$ cat src/nds_pkg.sv
package nds_pkg;

    localparam int MAX_SOURCE_DIM = 8000;
    localparam int MAX_TARGET_DIM = 512;

    localparam int DIM_W   = 13;
    localparam int TGT_W   = 10;
    localparam int COMP_W  = 2;
    localparam int ACC_W   = 22;
    localparam int CFG_IDX_W  = 8;
    localparam int CFG_DATA_W = 16;

    localparam logic [DIM_W-1:0]  RESET_WIDTH  = DIM_W'(512);
    localparam logic [DIM_W-1:0]  RESET_HEIGHT = DIM_W'(512);
    localparam logic [TGT_W-1:0]  RESET_TARGET = TGT_W'(MAX_TARGET_DIM);
    localparam logic [COMP_W-1:0] RESET_COMPS  = COMP_W'(3);

    localparam logic [7:0] RED_MASK   = 8'hF8;
    localparam logic [7:0] GREEN_MASK = 8'hFC;

    typedef enum logic [CFG_IDX_W-1:0] {
        REG_SOURCE_WIDTH    = CFG_IDX_W'(0),
        REG_SOURCE_HEIGHT   = CFG_IDX_W'(1),
        REG_TARGET_SIZE     = CFG_IDX_W'(2),
        REG_COMPONENT_COUNT = CFG_IDX_W'(3)
    } cfg_index_t;

    typedef struct packed {
        logic [DIM_W-1:0]  source_width;
        logic [DIM_W-1:0]  source_height;
        logic [TGT_W-1:0]  target_size;
        logic [COMP_W-1:0] component_count;
        logic              size_bad;
    } cfg_t;

    typedef struct packed {
        logic emit;
        logic row_end;
        logic frame_end;
        logic size_error;
    } scan_res_t;

    function automatic logic [15:0] pack565(
        input logic [7:0]        r,
        input logic [7:0]        g,
        input logic [7:0]        b,
        input logic [COMP_W-1:0] comps
    );
        logic [7:0] gs;
        logic [7:0] bs;
        gs = (comps < COMP_W'(2)) ? r : g;
        bs = (comps < COMP_W'(3)) ? r : b;
        return {r[7:3] & RED_MASK[7:3], gs[7:2] & GREEN_MASK[7:2], bs[7:3]};
    endfunction

endpackage

$ cat src/nds_if.sv
interface nds_pix_in_if;
    logic       valid;
    logic       ready;
    logic [7:0] red;
    logic [7:0] green;
    logic [7:0] blue;

    modport source (output valid, output red, output green, output blue, input ready);
    modport sink   (input valid, input red, input green, input blue, output ready);
endinterface

interface nds_pix_out_if;
    logic        valid;
    logic        ready;
    logic [15:0] pixel565;
    logic        row_end;
    logic        frame_end;
    logic        size_error;

    modport source (output valid, output pixel565, output row_end, output frame_end,
                    output size_error, input ready);
    modport sink   (input valid, input pixel565, input row_end, input frame_end,
                    input size_error, output ready);
endinterface

interface nds_cfg_if;
    logic                          valid;
    logic                          ready;
    logic [nds_pkg::CFG_IDX_W-1:0] index;
    logic [nds_pkg::CFG_DATA_W-1:0] data;

    modport source (output valid, output index, output data, input ready);
    modport sink   (input valid, input index, input data, output ready);
endinterface

$ cat src/nds_cfg.sv
module nds_cfg (
    input  logic                       clk,
    input  logic                       rst_n,
    nds_cfg_if.sink                    cfg,
    output nds_pkg::cfg_t              cfg_out,
    output logic                       restart,
    output logic [nds_pkg::TGT_W-1:0]  restart_target
);
    import nds_pkg::*;

    logic [DIM_W-1:0]  width_reg;
    logic [DIM_W-1:0]  height_reg;
    logic [TGT_W-1:0]  target_reg;
    logic [COMP_W-1:0] comps_reg;
    logic              wr;

    assign cfg.ready = 1'b1;
    assign wr = cfg.valid && cfg.ready;

    // the restarted frame starts from the target being written in the same cycle
    assign restart_target = (wr && (cfg.index == REG_TARGET_SIZE))
        ? cfg.data[TGT_W-1:0] : target_reg;

    always_comb
    begin
        restart = 1'b0;
        if (wr)
        begin
            unique case (cfg.index)
                REG_SOURCE_WIDTH,
                REG_SOURCE_HEIGHT,
                REG_TARGET_SIZE,
                REG_COMPONENT_COUNT: restart = 1'b1;
                default:             restart = 1'b0;
            endcase
        end
    end

    always_ff @(posedge clk or negedge rst_n)
    begin
        if (!rst_n)
        begin
            width_reg  <= RESET_WIDTH;
            height_reg <= RESET_HEIGHT;
            target_reg <= RESET_TARGET;
            comps_reg  <= RESET_COMPS;
        end
        else if (wr)
        begin
            unique case (cfg.index)
                REG_SOURCE_WIDTH:    width_reg  <= cfg.data[DIM_W-1:0];
                REG_SOURCE_HEIGHT:   height_reg <= cfg.data[DIM_W-1:0];
                REG_TARGET_SIZE:     target_reg <= cfg.data[TGT_W-1:0];
                REG_COMPONENT_COUNT: comps_reg  <= cfg.data[COMP_W-1:0];
                default:             ;
            endcase
        end
    end

    always_comb
    begin
        cfg_out.source_width    = width_reg;
        cfg_out.source_height   = height_reg;
        cfg_out.target_size     = target_reg;
        cfg_out.component_count = comps_reg;
        cfg_out.size_bad = (target_reg == '0)
            || ({1'b0, target_reg} > (TGT_W+1)'(MAX_TARGET_DIM))
            || ({1'b0, width_reg}  > (DIM_W+1)'(MAX_SOURCE_DIM))
            || ({1'b0, height_reg} > (DIM_W+1)'(MAX_SOURCE_DIM))
            || (width_reg  < DIM_W'(target_reg))
            || (height_reg < DIM_W'(target_reg));
    end

endmodule

$ cat src/nds_scan.sv
module nds_scan (
    input  logic                       clk,
    input  logic                       rst_n,
    input  nds_pkg::cfg_t              cfg_in,
    input  logic                       restart,
    input  logic [nds_pkg::TGT_W-1:0]  restart_target,
    input  logic                       step,
    output nds_pkg::scan_res_t         res
);
    import nds_pkg::*;

    logic [DIM_W-1:0] src_col_reg, src_col_next;
    logic [DIM_W-1:0] src_row_reg, src_row_next;
    logic [TGT_W-1:0] out_col_reg, out_col_next;
    logic [TGT_W-1:0] out_row_reg, out_row_next;
    logic [ACC_W-1:0] col_pos_reg, col_pos_next;
    logic [ACC_W-1:0] col_bnd_reg, col_bnd_next;
    logic [ACC_W-1:0] row_pos_reg, row_pos_next;
    logic [ACC_W-1:0] row_bnd_reg, row_bnd_next;
    logic             row_sel_reg, row_sel_next;

    logic [ACC_W-1:0] t_acc;
    logic [TGT_W-1:0] t_last;
    logic             sel_now;
    logic             row_last;
    logic             frame_last;
    logic             emit;

    assign t_acc  = ACC_W'(cfg_in.target_size);
    assign t_last = cfg_in.target_size - TGT_W'(1);

    // row choice is made on the first column and held for the rest of the row
    assign sel_now = (src_col_reg == '0)
        ? ((row_pos_reg < row_bnd_reg) && (out_row_reg < cfg_in.target_size))
        : row_sel_reg;

    assign emit = !cfg_in.size_bad && sel_now
        && (out_col_reg < cfg_in.target_size) && (col_pos_reg < col_bnd_reg);

    assign row_last   = ({1'b0, src_col_reg} + (DIM_W+1)'(1)) >= {1'b0, cfg_in.source_width};
    assign frame_last = ({1'b0, src_row_reg} + (DIM_W+1)'(1)) >= {1'b0, cfg_in.source_height};

    always_comb
    begin
        res.emit       = emit;
        res.row_end    = emit && (out_col_reg == t_last);
        res.frame_end  = emit && (out_col_reg == t_last) && (out_row_reg == t_last);
        res.size_error = cfg_in.size_bad;
    end

    always_comb
    begin
        src_col_next = src_col_reg;
        src_row_next = src_row_reg;
        out_col_next = out_col_reg;
        out_row_next = out_row_reg;
        col_pos_next = col_pos_reg;
        col_bnd_next = col_bnd_reg;
        row_pos_next = row_pos_reg;
        row_bnd_next = row_bnd_reg;
        row_sel_next = row_sel_reg;

        if (restart)
        begin
            src_col_next = '0;
            src_row_next = '0;
            out_col_next = '0;
            out_row_next = '0;
            col_pos_next = '0;
            row_pos_next = '0;
            col_bnd_next = ACC_W'(restart_target);
            row_bnd_next = ACC_W'(restart_target);
            row_sel_next = 1'b0;
        end
        else if (step && !cfg_in.size_bad)
        begin
            if (emit)
            begin
                out_col_next = out_col_reg + TGT_W'(1);
                col_pos_next = col_pos_reg + ACC_W'(cfg_in.source_width);
            end
            if (row_last)
            begin
                src_col_next = '0;
                out_col_next = '0;
                col_pos_next = '0;
                col_bnd_next = t_acc;
                row_sel_next = 1'b0;
                if (frame_last)
                begin
                    src_row_next = '0;
                    out_row_next = '0;
                    row_pos_next = '0;
                    row_bnd_next = t_acc;
                end
                else
                begin
                    src_row_next = src_row_reg + DIM_W'(1);
                    row_bnd_next = row_bnd_reg + t_acc;
                    if (sel_now)
                    begin
                        out_row_next = out_row_reg + TGT_W'(1);
                        row_pos_next = row_pos_reg + ACC_W'(cfg_in.source_height);
                    end
                end
            end
            else
            begin
                src_col_next = src_col_reg + DIM_W'(1);
                col_bnd_next = col_bnd_reg + t_acc;
                row_sel_next = sel_now;
            end
        end
    end

    always_ff @(posedge clk or negedge rst_n)
    begin
        if (!rst_n)
        begin
            src_col_reg <= '0;
            src_row_reg <= '0;
            out_col_reg <= '0;
            out_row_reg <= '0;
            col_pos_reg <= '0;
            col_bnd_reg <= ACC_W'(RESET_TARGET);
            row_pos_reg <= '0;
            row_bnd_reg <= ACC_W'(RESET_TARGET);
            row_sel_reg <= 1'b0;
        end
        else
        begin
            src_col_reg <= src_col_next;
            src_row_reg <= src_row_next;
            out_col_reg <= out_col_next;
            out_row_reg <= out_row_next;
            col_pos_reg <= col_pos_next;
            col_bnd_reg <= col_bnd_next;
            row_pos_reg <= row_pos_next;
            row_bnd_reg <= row_bnd_next;
            row_sel_reg <= row_sel_next;
        end
    end

endmodule

$ cat src/nearest_downscale_rgb565.sv
// Nearest-neighbor square downscaler: source pixels come in raster order, one item per
// cycle, and a target_size x target_size grid of RGB565 pixels leaves in raster order,
// with row_end and frame_end marking the last pixel of each output row and of the frame.
// Source pixels that are not selected give no item. An item passes an input register and
// a result register, and the block takes a new pixel every cycle as long as the result
// side keeps up; the position accumulators advance by one add and compare per pixel. If
// the source is smaller than the target or a size is out of range, every pixel yields one
// item with size_error set and the scan does not advance. A write to any of the four
// configuration registers restarts the frame.
module nearest_downscale_rgb565 (
    input  logic          clk,
    input  logic          rst_n,
    nds_pix_in_if.sink    src_pix,
    nds_pix_out_if.source dst_pix,
    nds_cfg_if.sink       cfg
);
    import nds_pkg::*;

    cfg_t      cfg_cur;
    scan_res_t res;
    logic      restart;
    logic [TGT_W-1:0] restart_target;

    logic       a_valid_reg, a_valid_next;
    logic [7:0] a_red_reg;
    logic [7:0] a_green_reg;
    logic [7:0] a_blue_reg;

    logic        b_valid_reg, b_valid_next;
    logic [15:0] b_pixel_reg;
    logic        b_row_end_reg;
    logic        b_frame_end_reg;
    logic        b_error_reg;

    logic b_free;
    logic has_result;
    logic a_go;
    logic take;
    logic produce;

    nds_cfg u_cfg (
        .clk            (clk),
        .rst_n          (rst_n),
        .cfg            (cfg),
        .cfg_out        (cfg_cur),
        .restart        (restart),
        .restart_target (restart_target)
    );

    nds_scan u_scan (
        .clk            (clk),
        .rst_n          (rst_n),
        .cfg_in         (cfg_cur),
        .restart        (restart),
        .restart_target (restart_target),
        .step           (a_go),
        .res            (res)
    );

    assign b_free     = !b_valid_reg || dst_pix.ready;
    assign has_result = res.emit || res.size_error;
    // an unselected pixel leaves without waiting on the result side
    assign a_go       = a_valid_reg && (!has_result || b_free);
    assign produce    = a_go && has_result;
    assign src_pix.ready = !a_valid_reg || a_go;
    assign take       = src_pix.valid && src_pix.ready;

    assign a_valid_next = take ? 1'b1 : (a_go ? 1'b0 : a_valid_reg);
    assign b_valid_next = produce ? 1'b1 : (dst_pix.ready ? 1'b0 : b_valid_reg);

    always_ff @(posedge clk or negedge rst_n)
    begin
        if (!rst_n)
        begin
            a_valid_reg <= 1'b0;
            b_valid_reg <= 1'b0;
        end
        else
        begin
            a_valid_reg <= a_valid_next;
            b_valid_reg <= b_valid_next;
        end
    end

    always_ff @(posedge clk)
    begin
        if (take)
        begin
            a_red_reg   <= src_pix.red;
            a_green_reg <= src_pix.green;
            a_blue_reg  <= src_pix.blue;
        end
        if (produce)
        begin
            b_pixel_reg     <= res.size_error ? 16'h0000
                : pack565(a_red_reg, a_green_reg, a_blue_reg, cfg_cur.component_count);
            b_row_end_reg   <= res.row_end && !res.size_error;
            b_frame_end_reg <= res.frame_end && !res.size_error;
            b_error_reg     <= res.size_error;
        end
    end

    assign dst_pix.valid      = b_valid_reg;
    assign dst_pix.pixel565   = b_pixel_reg;
    assign dst_pix.row_end    = b_row_end_reg;
    assign dst_pix.frame_end  = b_frame_end_reg;
    assign dst_pix.size_error = b_error_reg;

endmodule
$ cat src/flat_wrapper.sv
// flat-port wrapper written by rule: the top's interface ports become plain ports
module nearest_downscale_rgb565_flat import nds_pkg::*;
  (clk, rst_n, src_pix_valid, src_pix_red, src_pix_green, src_pix_blue, src_pix_ready, dst_pix_valid, dst_pix_pixel565, dst_pix_row_end, dst_pix_frame_end, dst_pix_size_error, dst_pix_ready, cfg_valid, cfg_index, cfg_data, cfg_ready);
  nds_pix_in_if src_pix_i ();
  nds_pix_out_if dst_pix_i ();
  nds_cfg_if cfg_i ();
  input  logic clk;
  input  logic rst_n;
  input wire logic [$bits(src_pix_i.valid)-1:0] src_pix_valid;
  input wire logic [$bits(src_pix_i.red)-1:0] src_pix_red;
  input wire logic [$bits(src_pix_i.green)-1:0] src_pix_green;
  input wire logic [$bits(src_pix_i.blue)-1:0] src_pix_blue;
  output wire logic [$bits(src_pix_i.ready)-1:0] src_pix_ready;
  output wire logic [$bits(dst_pix_i.valid)-1:0] dst_pix_valid;
  output wire logic [$bits(dst_pix_i.pixel565)-1:0] dst_pix_pixel565;
  output wire logic [$bits(dst_pix_i.row_end)-1:0] dst_pix_row_end;
  output wire logic [$bits(dst_pix_i.frame_end)-1:0] dst_pix_frame_end;
  output wire logic [$bits(dst_pix_i.size_error)-1:0] dst_pix_size_error;
  input wire logic [$bits(dst_pix_i.ready)-1:0] dst_pix_ready;
  input wire logic [$bits(cfg_i.valid)-1:0] cfg_valid;
  input wire logic [$bits(cfg_i.index)-1:0] cfg_index;
  input wire logic [$bits(cfg_i.data)-1:0] cfg_data;
  output wire logic [$bits(cfg_i.ready)-1:0] cfg_ready;
  assign src_pix_i.valid = src_pix_valid;
  assign src_pix_i.red = src_pix_red;
  assign src_pix_i.green = src_pix_green;
  assign src_pix_i.blue = src_pix_blue;
  assign src_pix_ready = src_pix_i.ready;
  assign dst_pix_valid = dst_pix_i.valid;
  assign dst_pix_pixel565 = dst_pix_i.pixel565;
  assign dst_pix_row_end = dst_pix_i.row_end;
  assign dst_pix_frame_end = dst_pix_i.frame_end;
  assign dst_pix_size_error = dst_pix_i.size_error;
  assign dst_pix_i.ready = dst_pix_ready;
  assign cfg_i.valid = cfg_valid;
  assign cfg_i.index = cfg_index;
  assign cfg_i.data = cfg_data;
  assign cfg_ready = cfg_i.ready;
  nearest_downscale_rgb565 u_core (.clk(clk), .rst_n(rst_n), .src_pix(src_pix_i), .dst_pix(dst_pix_i), .cfg(cfg_i));
endmodule
$ cat config.mk
export PLATFORM = sky130hd
export DESIGN_NAME = nearest_downscale_rgb565_flat
export DESIGN_NICKNAME = d
export VERILOG_FILES = /design/src/nds_pkg.sv /design/src/nds_if.sv /design/src/nds_cfg.sv /design/src/nds_scan.sv /design/src/nearest_downscale_rgb565.sv /design/src/flat_wrapper.sv
export SDC_FILE = /design/constraint.sdc
export NUM_CORES = 1
export LEC_CHECK = 0
export ABC_AREA = 1
export BUFFER_PORTS_ARGS = -buffer_cell sky130_fd_sc_hd__buf_4
export CAP_MARGIN = 20
export CORE_MARGIN = 10
export CORE_UTILIZATION = 30
export CTS_BUF_LIST = sky130_fd_sc_hd__clkbuf_16
export DETAILED_ROUTE_END_ITERATION = 6
export PLACE_DENSITY = 0.52
export SLEW_MARGIN = 20
export SYNTH_ARGS = -nofsm -noshare
export SYNTH_HDL_FRONTEND = slang
export SYNTH_SLANG_ARGS = --single-unit
$ cat constraint.sdc
create_clock -name clk -period 3.4 [get_ports clk]
set_input_delay 0.34 -clock clk [delete_from_list [all_inputs] [get_ports clk]]
set_output_delay 0.34 -clock clk [all_outputs]
set_load 0.01 [all_outputs]
==> metrics.csv <==
metric,value,unit
worst hold path type,in -> reg,
Final Skew,19.85,ps
Total GRT Usage,0.1536,
Post-Synth Simple-Gate Area,0.3075,
minimum clock period,3311,ps
DR vias,14885,
IO Port Bufs,63,
largest family of logic cells by synthesized area,simple AND/OR/NAND/NOR gates,
Residual DRC,0,
Top delay family on crit path,simple AND/OR/NAND/NOR gates,
layout cells sized above 1,0.1056,
kind of critical path,reg -> reg,
Reg2Reg Capture Point,u_core.u_scan.row_bnd_reg[7]$_DFFE_PN0P_,
ANT nets after route,0,
die span in x,252.0,um
max cap viols,0,
CTS tree,done,
H-tree levels,1,
stages on the worst setup path,15,
Main synth FF type,dfrtp_1,
CTS root buf,clkbuf_16,
# placed instances,2954,
xor-xnor portion of the synthesized cell area,0.05966,
Reg2Reg Setup Slack,90,ps
mux share of post-synthesis cell area,0.0006199,
Peak VDD IR,0.6125,mV
Clock Latency Late Sink,580,ps
sequential area share after synthesis,0.3387,
# diodes,0,
die area,63510,um2
Required @ worst endpoint,3870,ps
setup TNS,0,ps
Initial Util,0.3048,
WHS Path Cells,3,
# setup viols final,0,
worst hold margin,59.37,ps
YS warnings,0,
post-synthesis adder-cell area fraction,0.1274,
count of cell types in the netlist,58,
type of origin of the critical path,flop,
1st-pass router iterations,5,
final wirelength,50.21,mm
initial antenna violation count,0,
core footprint,52970,um2
Post-synth EDFFs,36,
clk sinks,211,
WL per Instance,16.48,um
CP max-delay cell,dfstp_2,
Seq cells post-synth,211,
CP max FO,31,
post-synthesis compound-gate area fraction,0.08391,
GRT overflow,0,
final hold vios,0,
initial detailed-routing violation count,1002,
fin. max-slew vios,0,
Top-Level Pins,75,
CP bufs+invs,3,
Final Non-Filler Cells,3046,
Lkg Pwr,9.570,nW
area delta synth->final,18.15,%
Clock Pin Slew Worst Setup and Hold Paths,60,ps
Critical R2R Launch,u_core.u_cfg.target_reg[9]$_DFFE_PN1P_,
FMAX,302.0,MHz
Crit. Startpoint,u_core.u_cfg.target_reg[9]$_DFFE_PN1P_,
Synth Cell Area,16150,um2
max_slew headroom,0.4583,
run status,"complete, no violations",
"slowest stage delay, CP",550,ps
Critical path destination,u_core.u_scan.row_bnd_reg[7]$_DFFE_PN0P_,
Slew @ Worst Pin,812.5,ps
total CTS buffers,27,
Layout fillers,5659,
fraction of registers with async set/reset,0.8294,
signal arrival time at the worst endpoint,3780,ps
Die H,252.0,um
vias in the first global route,14400,
Critical Path End Type,flop,
syn_area_per_cell,7.294,um2
Mapped Cells,2214,
global-route wire length before repair,79.47,mm
syn_nets,2429,
PD cells,648.5,nW/um2
HPWL after DPL,36.75,mm
drt via density,4.887,
clock buffer depth,3,
row count,84,
"Top cell by count, worst path",nand2_1,
Reg2Reg Depth,15,
CP Cell Sequence,clkinvlp_4 > buf_6 > ha_1 > nand2_1 > nor4_2 > nor2_4 > nand4_4 > nand2_2 > nand2_1 > nand3_1 > nand2_8 > buf_12 > nand2_4 > nand2_1 > nand2_1,
final net count,2553,
period utilization,0.9738,
largest net degree at the start of global routing,88,
GPL Wtd Cong,0.9062,
==> layer usage <==
metal	track usage	vias to the layer above	share of wire
li1	-	7506	-
met5	0	-	0
met2	0.2607	268	0.47
met4	0.02943	0	0.017
met3	0.01933	42	0.042
met1	0.2065	7069	0.47
==> power breakdown <==
group / internal [mW] / switching [mW]
registers: 2.96 / 0.333
clock network: 1.67 / 1.23
logic: 2.13 / 4.04
==> per-stage QoR <==
| step | total power, mW | utilization | instance area, um2 | setup WS, ps |
|---|---|---|---|---|
| after global routing | 13.27 | 0.3602 | 19080 | -13.51 |
| after detailed placement | 8.843 | 0.3325 | 17610 | 30.51 |
| after floorplan | 6.985 | - | 16150 | 618.5 |
| final | 12.37 | 0.3602 | 19080 | 88.95 |
| after CTS | 11.83 | 0.3532 | 18710 | -2.924 |
| after global placement | 8.788 | 0.3325 | 17610 | 114.3 |
==> worst min path at each step <==
stage / from / to / slack [ps]
2_1_floorplan: rst_n / u_core.a_valid_reg$_DFFE_PN0P_ / 40
3_3_place_gp: u_core.u_scan.row_sel_reg$_DFFE_PN0P_ / u_core.u_scan.row_sel_reg$_DFFE_PN0P_ / 460
3_5_place_dp: u_core.u_scan.row_bnd_reg[14]$_DFFE_PN0P_ / u_core.u_scan.row_bnd_reg[14]$_DFFE_PN0P_ / 460
4_1_cts: cfg_data[10] / u_core.u_cfg.height_reg[10]$_DFFE_PN0P_ / 40
5_1_grt: cfg_data[10] / u_core.u_cfg.height_reg[10]$_DFFE_PN0P_ / 60
6_report: cfg_data[12] / u_core.u_cfg.width_reg[12]$_DFFE_PN0P_ / 60
==> synth_stat cells, drive strengths merged, types with 2 or more instances <==
cell / number / area share
edfxtp: 36 / 0.067
dfrtp: 168 / 0.26
a211oi: 6 / 0.0028
ha: 158 / 0.12
a21oi: 94 / 0.029
a21o: 9 / 0.0042
fa: 4 / 0.0050
inv: 248 / 0.058
o22ai: 3 / 0.0012
clkinv: 2 / 0.00054
xor2: 83 / 0.045
and2: 2 / 0.00085
o2111ai: 7 / 0.0038
nor3: 49 / 0.016
o21ai: 107 / 0.033
nor2: 207 / 0.050
clkbuf: 29 / 0.0067
o211ai: 5 / 0.0023
dfstp: 7 / 0.011
nand2: 630 / 0.15
and3: 3 / 0.0012
xnor2: 27 / 0.015
nor4: 6 / 0.0023
nand4: 39 / 0.016
or2: 4 / 0.0016
o21bai: 4 / 0.0019
nand3b: 4 / 0.0019
nor3b: 6 / 0.0028
buf: 42 / 0.017
o21a: 2 / 0.00093
a21boi: 3 / 0.0014
nand3: 212 / 0.066
==> worst reg2reg max path: cells and delay by family, from the launching register on <==
kind / cells / cell delay (ps)
fa+ha+maj: 1 / 280
buf+inv: 3 / 710
flops: 1 / 550
simple gates: 11 / 1670
==> cell type report <==
cell class,instances,area [um2],area share
clock buffer,27,675.6,0.03541
tap,688,860.8,0.04512
multi-input combinational,1684,9504,0.4982
inverter,250,957.2,0.05017
sequential,211,5469,0.2867
clock inverter,22,196.4,0.01030
timing repair buffer,164,1415,0.07417
==> logic make-up (layout without fill, tap and decap cells) <==
kind of cell | Yosys count | after routing
AO/OA/AOI/OAI | 246 | 246
XOR/XNOR | 110 | 110
adder cells (fa/ha/maj) | 162 | 162
buffers and inverters | 321 | 463
flip-flops | 211 | 211
multiplexers | 1 | 1
other | 1 | 1
AND/OR/NAND/NOR | 1162 | 1164
==> what timing repair did <==
action / 4_1_cts / 5_1_grt
setup endpoints to repair: 1 / 136
cloned: 0 / 3
hold buffers: 19 / 0
hold endpoints to repair: 100 / 0
resized for setup: 3 / 38
pin swaps: 1 / 12
buffers inserted: 2 / 19
==> placed cells by master, fill, tap and decap left out, drive strengths merged, types with 6 or more instances in the layout <==
cell type / instances
dfrtp: 168
o21ai: 107
nor3: 49
a21oi: 94
o2111ai: 7
clkinv: 11
clkbuf: 29
buf: 143
nor3b: 6
nand3: 212
a21o: 9
a211oi: 6
ha: 158
dfstp: 7
xor2: 83
edfxtp: 36
inv: 253
nor4: 6
nand4: 39
nand2: 632
xnor2: 27
dlygate4sd3: 19
nor2: 207
Note: power is estimated with default switching activity, not from simulation.
